## src/rtl/rfs_pkg.sv

```systemverilog
// Shared types, widths, constants and example tables for the range steering block.
package rfs_pkg;

  // Fixed-point format and derived constants.
  localparam int FRAC_BITS = 12;
  localparam int ONE       = 1 << FRAC_BITS;
  localparam int HALF      = ONE / 2;

  // Field widths.
  localparam int RW  = 16;             // range reading and smoothed range
  localparam int CW  = 17;             // smoothed change, signed
  localparam int MW  = 13;             // mix factor
  localparam int PW  = RW + MW + 3;    // averaging product sum
  localparam int SQA = 2 * RW + 3;     // sum of three squared differences
  localparam int RTW = 2 * FRAC_BITS;  // square root remainder
  localparam int WW  = FRAC_BITS + 1;  // example weight
  localparam int VW  = FRAC_BITS + 2;  // example output value, signed
  localparam int SW  = 2 * FRAC_BITS + 5;  // weighted sums, signed
  localparam int TW  = FRAC_BITS + 5;  // total weight
  localparam int QW  = FRAC_BITS + 1;  // quotient
  localparam int STEERW = FRAC_BITS + 2;
  localparam int NEX = 9;
  localparam int EXW = $clog2(NEX);
  localparam int STW = $clog2(FRAC_BITS + 1);
  localparam int CIW = 2;

  // Reset values.
  localparam logic [RW-1:0] MIN_RANGE_RST = RW'(410);
  localparam logic [RW-1:0] MAX_RANGE_RST = RW'(8192);
  localparam logic [MW-1:0] MIX_RST       = MW'(1024);
  localparam logic [RW-1:0] SRANGE_RST    = RW'(16384);
  localparam int            SAT_MAX       = (1 << RW) - 1;

  // Configuration register indexes.
  localparam logic [CIW-1:0] CFG_MIN_RANGE = CIW'(0);
  localparam logic [CIW-1:0] CFG_MAX_RANGE = CIW'(1);
  localparam logic [CIW-1:0] CFG_MIX       = CIW'(2);

  // Commands from the controller to the datapath.
  typedef struct packed {
    logic           load;
    logic           avg_en;
    logic [1:0]     chan;
    logic           chg;
    logic           sq_en;
    logic [1:0]     coord;
    logic           sq_last;
    logic [EXW-1:0] ex;
    logic           root_en;
    logic           acc_en;
    logic           div_init;
    logic           div_en;
    logic           out_load;
  } rfs_cmd_t;

  // Status from the datapath to the controller.
  typedef struct packed {
    logic sq_big;
  } rfs_stat_t;

  // Example coordinate in quarters of max_range.
  function automatic logic [2:0] ex_pos(input logic [EXW-1:0] k, input logic [1:0] i);
    logic [8:0] row;
    case (k)
      EXW'(0): row = {3'd4, 3'd4, 3'd4};
      EXW'(1): row = {3'd4, 3'd4, 3'd2};
      EXW'(2): row = {3'd2, 3'd4, 3'd4};
      EXW'(3): row = {3'd0, 3'd4, 3'd4};
      EXW'(4): row = {3'd4, 3'd4, 3'd0};
      EXW'(5): row = {3'd2, 3'd0, 3'd4};
      EXW'(6): row = {3'd4, 3'd0, 3'd2};
      EXW'(7): row = {3'd3, 3'd2, 3'd4};
      EXW'(8): row = {3'd4, 3'd2, 3'd3};
      default: row = 9'd0;
    endcase
    case (i)
      2'd0:    return row[8:6];
      2'd1:    return row[5:3];
      default: return row[2:0];
    endcase
  endfunction

  // Fraction in twentieths scaled to the fixed-point format, rounded by magnitude.
  function automatic logic signed [VW-1:0] twentieths(input int v);
    int mag;
    int r;
    mag = (v < 0) ? -v : v;
    r   = (mag * ONE + 10) / 20;
    return VW'((v < 0) ? -r : r);
  endfunction

  // Example output: steering, throttle and confidence.
  function automatic logic signed [VW-1:0] ex_val(input logic [EXW-1:0] k, input logic [1:0] j);
    logic signed [VW-1:0] s;
    logic signed [VW-1:0] t;
    logic signed [VW-1:0] c;
    case (k)
      EXW'(0): begin s = twentieths(0);   t = twentieths(20); c = twentieths(2);  end
      EXW'(1): begin s = twentieths(-15); t = twentieths(10); c = twentieths(8);  end
      EXW'(2): begin s = twentieths(15);  t = twentieths(10); c = twentieths(8);  end
      EXW'(3): begin s = twentieths(20);  t = twentieths(10); c = twentieths(10); end
      EXW'(4): begin s = twentieths(-20); t = twentieths(10); c = twentieths(10); end
      EXW'(5): begin s = twentieths(20);  t = twentieths(5);  c = twentieths(14); end
      EXW'(6): begin s = twentieths(-20); t = twentieths(5);  c = twentieths(14); end
      EXW'(7): begin s = twentieths(10);  t = twentieths(5);  c = twentieths(10); end
      EXW'(8): begin s = twentieths(-10); t = twentieths(5);  c = twentieths(10); end
      default: begin s = '0;              t = '0;             c = '0;             end
    endcase
    case (j)
      2'd0:    return s;
      2'd1:    return t;
      default: return c;
    endcase
  endfunction

endpackage

```

## src/rtl/rfs_ctrl.sv

```systemverilog
// Sequencing state machine for the range steering block.
module rfs_ctrl
  import rfs_pkg::*;
(
  input  logic      clk,
  input  logic      rst_n,
  input  logic      in_valid,
  output logic      in_stall,
  output logic      out_valid,
  input  logic      out_stall,
  input  rfs_stat_t stat,
  output rfs_cmd_t  cmd
);

  typedef enum logic [2:0] {
    ST_IDLE, ST_AVG, ST_SQ, ST_ROOT, ST_ACC, ST_DIVI, ST_DIV, ST_DONE
  } state_t;

  localparam int AVG_STEPS = 6;

  state_t           state_r, state_nxt;
  logic [STW-1:0]   step_r, step_nxt;
  logic [EXW-1:0]   ex_r, ex_nxt;
  logic             out_valid_r, out_valid_nxt;

  // Next-state and command decode.
  always_comb begin
    state_nxt = state_r;
    step_nxt  = step_r;
    ex_nxt    = ex_r;
    cmd       = '0;
    cmd.chan  = step_r[2:1];
    cmd.chg   = step_r[0];
    cmd.coord = step_r[1:0];
    cmd.ex    = ex_r;
    case (state_r)
      ST_IDLE: begin
        if (in_valid) begin
          cmd.load  = 1'b1;
          step_nxt  = '0;
          state_nxt = ST_AVG;
        end
      end
      ST_AVG: begin
        cmd.avg_en = 1'b1;
        if (step_r == STW'(AVG_STEPS - 1)) begin
          step_nxt  = '0;
          ex_nxt    = '0;
          state_nxt = ST_SQ;
        end else begin
          step_nxt = step_r + STW'(1);
        end
      end
      ST_SQ: begin
        cmd.sq_en = 1'b1;
        if (step_r == STW'(2)) begin
          cmd.sq_last = 1'b1;
          step_nxt    = '0;
          state_nxt   = stat.sq_big ? ST_ACC : ST_ROOT;
        end else begin
          step_nxt = step_r + STW'(1);
        end
      end
      ST_ROOT: begin
        cmd.root_en = 1'b1;
        if (step_r == STW'(FRAC_BITS - 1)) begin
          step_nxt  = '0;
          state_nxt = ST_ACC;
        end else begin
          step_nxt = step_r + STW'(1);
        end
      end
      ST_ACC: begin
        cmd.acc_en = 1'b1;
        if (ex_r == EXW'(NEX - 1)) begin
          state_nxt = ST_DIVI;
        end else begin
          ex_nxt    = ex_r + EXW'(1);
          state_nxt = ST_SQ;
        end
      end
      ST_DIVI: begin
        cmd.div_init = 1'b1;
        step_nxt     = '0;
        state_nxt    = ST_DIV;
      end
      ST_DIV: begin
        cmd.div_en = 1'b1;
        if (step_r == STW'(QW - 1)) begin
          state_nxt = ST_DONE;
        end else begin
          step_nxt = step_r + STW'(1);
        end
      end
      ST_DONE: begin
        if (!out_valid_r || !out_stall) begin
          cmd.out_load = 1'b1;
          state_nxt    = ST_IDLE;
        end
      end
      default: state_nxt = ST_IDLE;
    endcase
  end

  // Output register occupancy.
  always_comb begin
    if (cmd.out_load) begin
      out_valid_nxt = 1'b1;
    end else if (out_valid_r && !out_stall) begin
      out_valid_nxt = 1'b0;
    end else begin
      out_valid_nxt = out_valid_r;
    end
  end

  // State and registered outputs.
  always_ff @(posedge clk) begin
    if (!rst_n) begin
      state_r     <= ST_IDLE;
      step_r      <= '0;
      ex_r        <= '0;
      out_valid_r <= 1'b0;
    end else begin
      state_r     <= state_nxt;
      step_r      <= step_nxt;
      ex_r        <= ex_nxt;
      out_valid_r <= out_valid_nxt;
    end
  end

  assign in_stall  = (state_r != ST_IDLE);
  assign out_valid = out_valid_r;

endmodule

```

## src/rtl/rfs_dp.sv

```systemverilog
// Datapath: smoothing, example distances, weighting and division.
module rfs_dp
  import rfs_pkg::*;
(
  input  logic                     clk,
  input  logic                     rst_n,
  input  logic                     cfg_we,
  input  logic [CIW-1:0]           cfg_index,
  input  logic [RW-1:0]            cfg_data,
  input  logic [RW-1:0]            in_range_left,
  input  logic [RW-1:0]            in_range_centre,
  input  logic [RW-1:0]            in_range_right,
  input  rfs_cmd_t                 cmd,
  output rfs_stat_t                stat,
  output logic signed [STEERW-1:0] out_steer_cmd,
  output logic [QW-1:0]            out_throttle_cmd,
  output logic [QW-1:0]            out_confidence_out,
  output logic [RW-1:0]            out_avg_left,
  output logic [RW-1:0]            out_avg_centre,
  output logic [RW-1:0]            out_avg_right,
  output logic signed [CW-1:0]     out_rate_left,
  output logic signed [CW-1:0]     out_rate_centre,
  output logic signed [CW-1:0]     out_rate_right
);

  // Configuration registers.
  logic [RW-1:0] min_r, max_r;
  logic [MW-1:0] mix_r;

  // Item state.
  logic [RW-1:0]        in_r     [3];
  logic [RW-1:0]        prev_r   [3];
  logic [RW-1:0]        srange_r [3];
  logic signed [CW-1:0] schange_r[3];

  // Distance and root state.
  logic [SQA-1:0] sq_r;
  logic [RTW-1:0] rem_r;
  logic [RTW:0]   res_r;
  logic [RTW:0]   bit_r;
  logic           wzero_r;

  // Weighted sums and division lanes.
  logic signed [SW-1:0] sum_r[3];
  logic [TW-1:0]        total_r;
  logic [SW-1:0]        num_r[3];
  logic [QW-1:0]        q_r[3];
  logic                 neg_r[3];
  logic [SW-1:0]        den_r;
  logic                 zero_r;

  // Output registers.
  logic signed [STEERW-1:0] steer_r;
  logic [QW-1:0]            thr_r, conf_r;
  logic [RW-1:0]            oavg_r[3];
  logic signed [CW-1:0]     orate_r[3];

  // Exponential averaging of one range or one change.
  logic [MW-1:0]          m, rm;
  logic signed [MW:0]     m_s, rm_s;
  logic signed [RW+1:0]   opx, opo;
  logic signed [PW-1:0]   mix_sum, rnd;
  logic [RW-1:0]          avg_sat;
  logic signed [CW-1:0]   chg_sat;

  always_comb begin
    m    = (mix_r > MW'(ONE)) ? MW'(ONE) : mix_r;
    rm   = MW'(ONE) - m;
    m_s  = $signed({1'b0, m});
    rm_s = $signed({1'b0, rm});
    if (cmd.chg) begin
      opx = $signed({2'b00, in_r[cmd.chan]}) - $signed({2'b00, prev_r[cmd.chan]});
      opo = (RW + 2)'(schange_r[cmd.chan]);
    end else begin
      opx = $signed({2'b00, in_r[cmd.chan]});
      opo = $signed({2'b00, srange_r[cmd.chan]});
    end
    mix_sum = PW'(m_s) * PW'(opx) + PW'(rm_s) * PW'(opo);
    rnd     = (mix_sum + PW'(HALF)) >>> FRAC_BITS;
    if (rnd < 0) begin
      avg_sat = '0;
    end else if (rnd > PW'(SAT_MAX)) begin
      avg_sat = RW'(SAT_MAX);
    end else begin
      avg_sat = rnd[RW-1:0];
    end
    if (rnd > PW'(SAT_MAX)) begin
      chg_sat = CW'(SAT_MAX);
    end else if (rnd < -PW'(SAT_MAX)) begin
      chg_sat = -CW'(SAT_MAX);
    end else begin
      chg_sat = rnd[CW-1:0];
    end
  end

  // Squared distance along one coordinate to one example.
  logic [RW-1:0]        lo_c, pt;
  logic [2:0]           quarter;
  logic [RW+1:0]        three_max;
  logic [RW+1:0]        ex_c;
  logic signed [RW+1:0] diff;
  logic signed [2*RW+3:0] sqd;
  logic [SQA-1:0]       sq_nxt;

  always_comb begin
    lo_c      = (srange_r[cmd.coord] < min_r) ? min_r : srange_r[cmd.coord];
    pt        = (lo_c > max_r) ? max_r : lo_c;
    quarter   = ex_pos(cmd.ex, cmd.coord);
    three_max = {2'b00, max_r} + {1'b0, max_r, 1'b0};
    case (quarter)
      3'd4:    ex_c = {2'b00, max_r};
      3'd3:    ex_c = (three_max + (RW + 2)'(2)) >> 2;
      3'd2:    ex_c = ({2'b00, max_r} + (RW + 2)'(1)) >> 1;
      default: ex_c = '0;
    endcase
    diff   = $signed({2'b00, pt}) - $signed(ex_c);
    sqd    = diff * diff;
    sq_nxt = ((cmd.coord == 2'd0) ? '0 : sq_r) + SQA'(unsigned'(sqd));
    stat.sq_big = |sq_nxt[SQA-1:RTW];
  end

  // One restoring square-root step.
  logic [RTW:0] trial;
  logic         take;
  always_comb begin
    trial = res_r + bit_r;
    take  = ({1'b0, rem_r} >= trial);
  end

  // Weight and weighted contributions of one example.
  logic [WW-1:0]           w;
  logic signed [2*VW-1:0]  prod[3];
  always_comb begin
    w = wzero_r ? '0 : (WW'(ONE) - {1'b0, res_r[FRAC_BITS-1:0]});
    for (int j = 0; j < 3; j++) begin
      prod[j] = $signed({1'b0, w}) * ex_val(cmd.ex, 2'(j));
    end
  end

  // Division lane steps.
  logic [SW-1:0] mag[3];
  logic          ge[3];
  always_comb begin
    for (int j = 0; j < 3; j++) begin
      mag[j] = (sum_r[j] < 0) ? SW'(-sum_r[j]) : SW'(sum_r[j]);
      ge[j]  = (num_r[j] >= den_r);
    end
  end

  // Configuration and smoothing state.
  always_ff @(posedge clk) begin
    if (!rst_n) begin
      min_r <= MIN_RANGE_RST;
      max_r <= MAX_RANGE_RST;
      mix_r <= MIX_RST;
      for (int i = 0; i < 3; i++) begin
        srange_r[i]  <= SRANGE_RST;
        schange_r[i] <= '0;
        prev_r[i]    <= '0;
      end
    end else begin
      if (cfg_we) begin
        case (cfg_index)
          CFG_MIN_RANGE: min_r <= cfg_data;
          CFG_MAX_RANGE: max_r <= cfg_data;
          CFG_MIX:       mix_r <= cfg_data[MW-1:0];
          default: ;
        endcase
      end
      if (cmd.avg_en) begin
        if (cmd.chg) begin
          schange_r[cmd.chan] <= chg_sat;
          prev_r[cmd.chan]    <= in_r[cmd.chan];
        end else begin
          srange_r[cmd.chan] <= avg_sat;
        end
      end
    end
  end

  // Working registers of one transaction.
  always_ff @(posedge clk) begin
    if (cmd.load) begin
      in_r[0] <= in_range_left;
      in_r[1] <= in_range_centre;
      in_r[2] <= in_range_right;
      total_r <= '0;
      for (int j = 0; j < 3; j++) begin
        sum_r[j] <= '0;
      end
    end
    if (cmd.sq_en) begin
      sq_r <= sq_nxt;
      if (cmd.sq_last) begin
        rem_r   <= sq_nxt[RTW-1:0];
        res_r   <= '0;
        bit_r   <= (RTW + 1)'(1) << (RTW - 2);
        wzero_r <= stat.sq_big;
      end
    end
    if (cmd.root_en) begin
      if (take) begin
        rem_r <= RTW'({1'b0, rem_r} - trial);
        res_r <= (res_r >> 1) + bit_r;
      end else begin
        res_r <= res_r >> 1;
      end
      bit_r <= bit_r >> 2;
    end
    if (cmd.acc_en) begin
      total_r <= total_r + TW'(w);
      for (int j = 0; j < 3; j++) begin
        sum_r[j] <= sum_r[j] + SW'(prod[j]);
      end
    end
    if (cmd.div_init) begin
      den_r  <= SW'(total_r) << (QW - 1);
      zero_r <= (total_r == '0);
      for (int j = 0; j < 3; j++) begin
        num_r[j] <= mag[j] + SW'(total_r >> 1);
        neg_r[j] <= (sum_r[j] < 0);
        q_r[j]   <= '0;
      end
    end
    if (cmd.div_en) begin
      den_r <= den_r >> 1;
      for (int j = 0; j < 3; j++) begin
        if (ge[j]) begin
          num_r[j] <= num_r[j] - den_r;
        end
        q_r[j] <= {q_r[j][QW-2:0], ge[j]};
      end
    end
    if (cmd.out_load) begin
      if (zero_r) begin
        steer_r <= '0;
        thr_r   <= '0;
        conf_r  <= '0;
      end else begin
        steer_r <= neg_r[0] ? -$signed({1'b0, q_r[0]}) : $signed({1'b0, q_r[0]});
        thr_r   <= q_r[1];
        conf_r  <= q_r[2];
      end
      for (int i = 0; i < 3; i++) begin
        oavg_r[i]  <= srange_r[i];
        orate_r[i] <= schange_r[i];
      end
    end
  end

  assign out_steer_cmd      = steer_r;
  assign out_throttle_cmd   = thr_r;
  assign out_confidence_out = conf_r;
  assign out_avg_left       = oavg_r[0];
  assign out_avg_centre     = oavg_r[1];
  assign out_avg_right      = oavg_r[2];
  assign out_rate_left      = orate_r[0];
  assign out_rate_centre    = orate_r[1];
  assign out_rate_right     = orate_r[2];

endmodule

```

## src/rtl/range_fuzzy_steering.sv

```systemverilog
// Each transaction is taken through smoothing and the per-example distance loop
// (3 square steps, a 12-step square root skipped for far examples, 1 step).
// Inputs: one transaction at a time; the next input is taken while a result waits.
// Division: three 13-step lanes run in parallel after the ninth example.
// Reset: synchronous active-low rst_n restores the configuration registers and controller
// state, smoothed ranges to 16384, changes and previous ranges to zero; no result is pending after reset.
module range_fuzzy_steering
  import rfs_pkg::*;
(
  input  logic                     clk,
  input  logic                     rst_n,
  input  logic                     cfg_we,
  input  logic [CIW-1:0]           cfg_index,
  input  logic [RW-1:0]            cfg_data,
  input  logic                     in_valid,
  output logic                     in_stall,
  input  logic [RW-1:0]            in_range_left,
  input  logic [RW-1:0]            in_range_centre,
  input  logic [RW-1:0]            in_range_right,
  output logic                     out_valid,
  input  logic                     out_stall,
  output logic signed [STEERW-1:0] out_steer_cmd,
  output logic [QW-1:0]            out_throttle_cmd,
  output logic [QW-1:0]            out_confidence_out,
  output logic [RW-1:0]            out_avg_left,
  output logic [RW-1:0]            out_avg_centre,
  output logic [RW-1:0]            out_avg_right,
  output logic signed [CW-1:0]     out_rate_left,
  output logic signed [CW-1:0]     out_rate_centre,
  output logic signed [CW-1:0]     out_rate_right
);

  rfs_cmd_t  cmd;
  rfs_stat_t stat;

  // Sequencer.
  rfs_ctrl u_ctrl (
    .clk       (clk),
    .rst_n     (rst_n),
    .in_valid  (in_valid),
    .in_stall  (in_stall),
    .out_valid (out_valid),
    .out_stall (out_stall),
    .stat      (stat),
    .cmd       (cmd)
  );

  // Arithmetic and storage.
  rfs_dp u_dp (
    .clk                (clk),
    .rst_n              (rst_n),
    .cfg_we             (cfg_we),
    .cfg_index          (cfg_index),
    .cfg_data           (cfg_data),
    .in_range_left      (in_range_left),
    .in_range_centre    (in_range_centre),
    .in_range_right     (in_range_right),
    .cmd                (cmd),
    .stat               (stat),
    .out_steer_cmd      (out_steer_cmd),
    .out_throttle_cmd   (out_throttle_cmd),
    .out_confidence_out (out_confidence_out),
    .out_avg_left       (out_avg_left),
    .out_avg_centre     (out_avg_centre),
    .out_avg_right      (out_avg_right),
    .out_rate_left      (out_rate_left),
    .out_rate_centre    (out_rate_centre),
    .out_rate_right     (out_rate_right)
  );

  // An accepted transaction keeps the input side stalled while it is worked on.
  a_busy_after_load: assert property (@(posedge clk) disable iff (!rst_n)
    cmd.load |=> in_stall)
    else $error("input not stalled after accepting a transaction");

  // A result is only written into a free or draining output register.
  a_no_overwrite: assert property (@(posedge clk) disable iff (!rst_n)
    cmd.out_load |-> !(out_valid && out_stall))
    else $error("pending result overwritten");

  // A written result is presented on the next cycle.
  a_valid_after_load: assert property (@(posedge clk) disable iff (!rst_n)
    cmd.out_load |=> out_valid)
    else $error("result not presented after load");

  // The controller issues at most one datapath operation per cycle.
  a_one_cmd: assert property (@(posedge clk) disable iff (!rst_n)
    $onehot0({cmd.load, cmd.avg_en, cmd.sq_en, cmd.root_en, cmd.acc_en,
              cmd.div_init, cmd.div_en, cmd.out_load}))
    else $error("overlapping datapath commands");

endmodule

```

## config.mk

```make
export PLATFORM = sky130hd
export DESIGN_NAME = range_fuzzy_steering
export DESIGN_NICKNAME = d
export VERILOG_FILES = /design/src/rtl/rfs_pkg.sv /design/src/rtl/rfs_ctrl.sv /design/src/rtl/rfs_dp.sv /design/src/rtl/range_fuzzy_steering.sv
export SDC_FILE = /design/constraint.sdc
export NUM_CORES = 2
export LEC_CHECK = 0
export ABC_CLOCK_PERIOD_IN_PS = 19000
export BUFFER_PORTS_ARGS = -buffer_cell sky130_fd_sc_hd__buf_2
export CORE_ASPECT_RATIO = 0.7
export CORE_MARGIN = 8
export CORE_UTILIZATION = 60
export CTS_CLUSTER_DIAMETER = 100
export CTS_CLUSTER_SIZE = 20
export DETAILED_ROUTE_END_ITERATION = 7
export GPL_TIMING_DRIVEN = 1
export MAX_ROUTING_LAYER = met4
export PLACE_DENSITY = 0.77
export RECOVER_POWER = 25
export SLEW_MARGIN = 10
export SYNTH_ARGS = -nofsm -noshare
export SYNTH_HDL_FRONTEND = slang
export SYNTH_HIERARCHICAL = 1
export SYNTH_SLANG_ARGS = --single-unit
```

## constraint.sdc

```tcl
create_clock -name clk -period 19 [get_ports clk]
set_input_delay 0.95 -clock clk [delete_from_list [all_inputs] [get_ports clk]]
set_output_delay 0.95 -clock clk [all_outputs]
set_load 0.02 [all_outputs]
```

==> flow_summary.json <==
{
  "grt-busiest-layer": "met2",
  "arrival_ns": 18.24,
  "num_io_pins": 212,
  "ys_ff_latch": 778,
  "violations": "capacitance limit, slew limit",
  "async_reset_ff_frac": 0,
  "grt_overflow": 0,
  "antenna_found_initial": 5,
  "synth.largest_area_cell": "edfxtp_1",
  "cts_max_path_buffers": 3,
  "synthCells": 8615,
  "worstMarginPinSlew_ns": 3.23,
  "grtUsageMet2": 0.460,
  "skew_ns": 0.0649,
  "synth-edff-count": 696,
  "globalplace.congestion": 1.02,
  "crit_required_ns": 19.58,
  "hold_viol": 0,
  "htreeDepth": 2,
  "fin_tns_setup_ns": 0,
  "synth_top_area_frac": 0.247,
  "grtUsageTotal": 0.319,
  "grt_pass1_vias": 64000,
  "maxSlewHeadroom": -1.15,
  "slowest_delay_ns": 0.72,
  "wl_per_cell_um": 22.4,
  "cp_max_fo": 35,
  "status": "finished, violations left",
  "initial_core_util": 0.603,
  "num_rows": 115,
  "area_growth_pct": 5.45,
  "via_count": 63100,
  "drt_wl_total_um": 238000,
  "ctsHoldBuffers": 0,
  "ys_types": 102,
  "cts.sinks": 778,
  "cts_buffers": 47,
  "clk_latency_ns": 0.71,
  "clk_pin_slew_worst_paths_ns": 0.09,
  "drcViolationCount": 0,
  "timing.final.crit_share": 0.930,
  "seq_area_frac_synth": 0.266,
  "final_common_cell": "inv_1",
  "rrSetupSlack_ns": 1.33,
  "dp_hpwl_um": 191000,
  "firstDrtPassIters": 8,
  "use_met1": 0.448,
  "end_kind": "flip-flop",
  "coreArea_mm2": 0.140,
  "ys.flop_type": "edfxtp_1",
  "seq_area_mm2": 0.0226,
  "drt_iter0_markers": 6891,
  "grt_setup_unrepaired": "no",
  "vias_per_cell": 5.94,
  "layout_common_cells": "1479 x inv_1, 955 x fa_1, 857 x nand2_1",
  "holdPathStages": 1,
  "fp.dieH_um": 330,
  "numPortBuffers": 211,
  "slew_viol_final": 178,
  "rr_worst_depth": 75,
  "fillCellCount": 11400,
  "cts_tree": "done",
  "die_w_um": 465,
  "multiInputGateArea_mm2": 0.0556,
  "syn_avg_cell_area_um2": 9.82,
  "antenna_left": 0,
  "worstSetupPathType": "reg2reg",
  "start_kind": "flip-flop",
  "root_buffer": "clkbuf_16",
  "grt_max_degree": 74,
  "cts_resized": 0,
  "dieArea_mm2": 0.153,
  "finalCriticalPeriod_ns": 17.67,
  "crit_slowest_cell": "dfxtp_4",
  "worstHoldPathType": "in2reg",
  "grt_pass1_wl_um": 372000,
  "drive_gt1_frac": 0.0540,
  "postCtsSetupBuffers": 0,
  "final_nets": 10600,
  "maxCapViolCount": 5,
  "grtUsageMet3": 0.0859,
  "max_freq_ghz": 0.0566,
  "yosysWarnings": 6,
  "synthTopCellsByArea": "edfxtp_1 25%, fa_1 23%, ha_1 12%",
  "syn-cell-area_mm2": 0.0846,
  "finalSetupViolations": 0
}
-- cell families (layout without fill, tap and decap cells) --
logic type                 after synthesis  after routing  synth area share
adders and majority gates             1773           1773             0.347
other                                    1             24         0.0000443
muxes                                  186            186            0.0323
DFF                                    778            778             0.266
buffers and inverters                 1767           1885            0.0793
xor gates and xnor gates               495            495            0.0512
and+or+nand+nor                       2412           2412             0.133
AOI/OAI and AO/OA                     1203           1203            0.0911
-- per-stage QoR --
step	setup slack [ns]	cells	hold WS, ns	util	cell area, um2
2_1_floorplan	1.96	8630	0.420	-	84700
3_3_place_gp	1.70	10500	0.429	0.627	88000
3_5_place_dp	1.52	10500	0.431	0.627	88000
4_1_cts	1.46	10600	0.401	0.637	89400
5_1_grt	0.130	10600	0.405	0.636	89200
6_report	1.33	10600	0.431	0.636	89200
-- critical path, delay by kind of cell (launching register included) --
kind | cells | cell delay [ns]
flip-flops | 1 | 0.72
AO/OA/AOI/OAI | 30 | 5.02
multiplexers | 4 | 1.46
XOR/XNOR | 2 | 0.74
buffers and inverters | 8 | 1.11
adder cells (fa/ha/maj) | 12 | 4.96
AND/OR/NAND/NOR | 19 | 3.53
-- routing by layer --
layer / up-vias / routed length [um]
met3: 413 / 28100
met1: 31000 / 102000
li1: 28500 / -
met5: - / 0
met4: 0 / 7310
met2: 3226 / 100000
-- cells in the mapped netlist, types with 70 or more instances --
cell type,count
nand2_1,858
inv_1,1479
a21o_1,118
ha_1,818
nand2b_1,89
nand3_1,74
clkbuf_1,243
xnor2_1,319
nor2_1,663
nor2b_1,114
o21ai_0,257
a21oi_1,352
and2_1,235
edfxtp_1,696
nor3_1,119
xor2_1,176
mux2i_1,70
dfxtp_1,82
fa_1,955
-- worst paths after layout --
kind,endpoint,startpoint
min reg2reg,u_dp/orate_r[0][30],u_dp/schange_r[1][13]
max,u_ctrl/state_r[2],u_ctrl/step_r[0]
max reg2reg,u_ctrl/state_r[2],u_ctrl/step_r[0]
min,u_dp/in_r[1][15],in_range_centre[15]
-- state kept, by name (all words and copies together), names as in the netlist, 24 cells and up --
register / cells
u_dp/q_r: 39
u_dp/rem_r: 24
u_dp/den_r: 29
u_dp/oavg_r: 48
u_dp/schange_r: 68
u_dp/res_r: 25
u_dp/sq_r: 35
u_dp/num_r: 87
u_dp/srange_r: 64
u_dp/in_r: 48
u_dp/sum_r: 67
u_dp/prev_r: 64
u_dp/orate_r: 51
-- layout make-up --
type | count | area share
Antenna cell | 8 | 0.000224
Tap cell | 1872 | 0.0263
Inverter | 1484 | 0.0624
Clock inverter | 10 | 0.00185
Clock buffer | 67 | 0.0140
Sequential cell | 778 | 0.253
Multi-Input combinational cell | 6085 | 0.623
Timing Repair Buffer | 324 | 0.0193
Power is not shown: default switching activity piles up to over one toggle a cycle in this logic, so the estimate is an artifact.
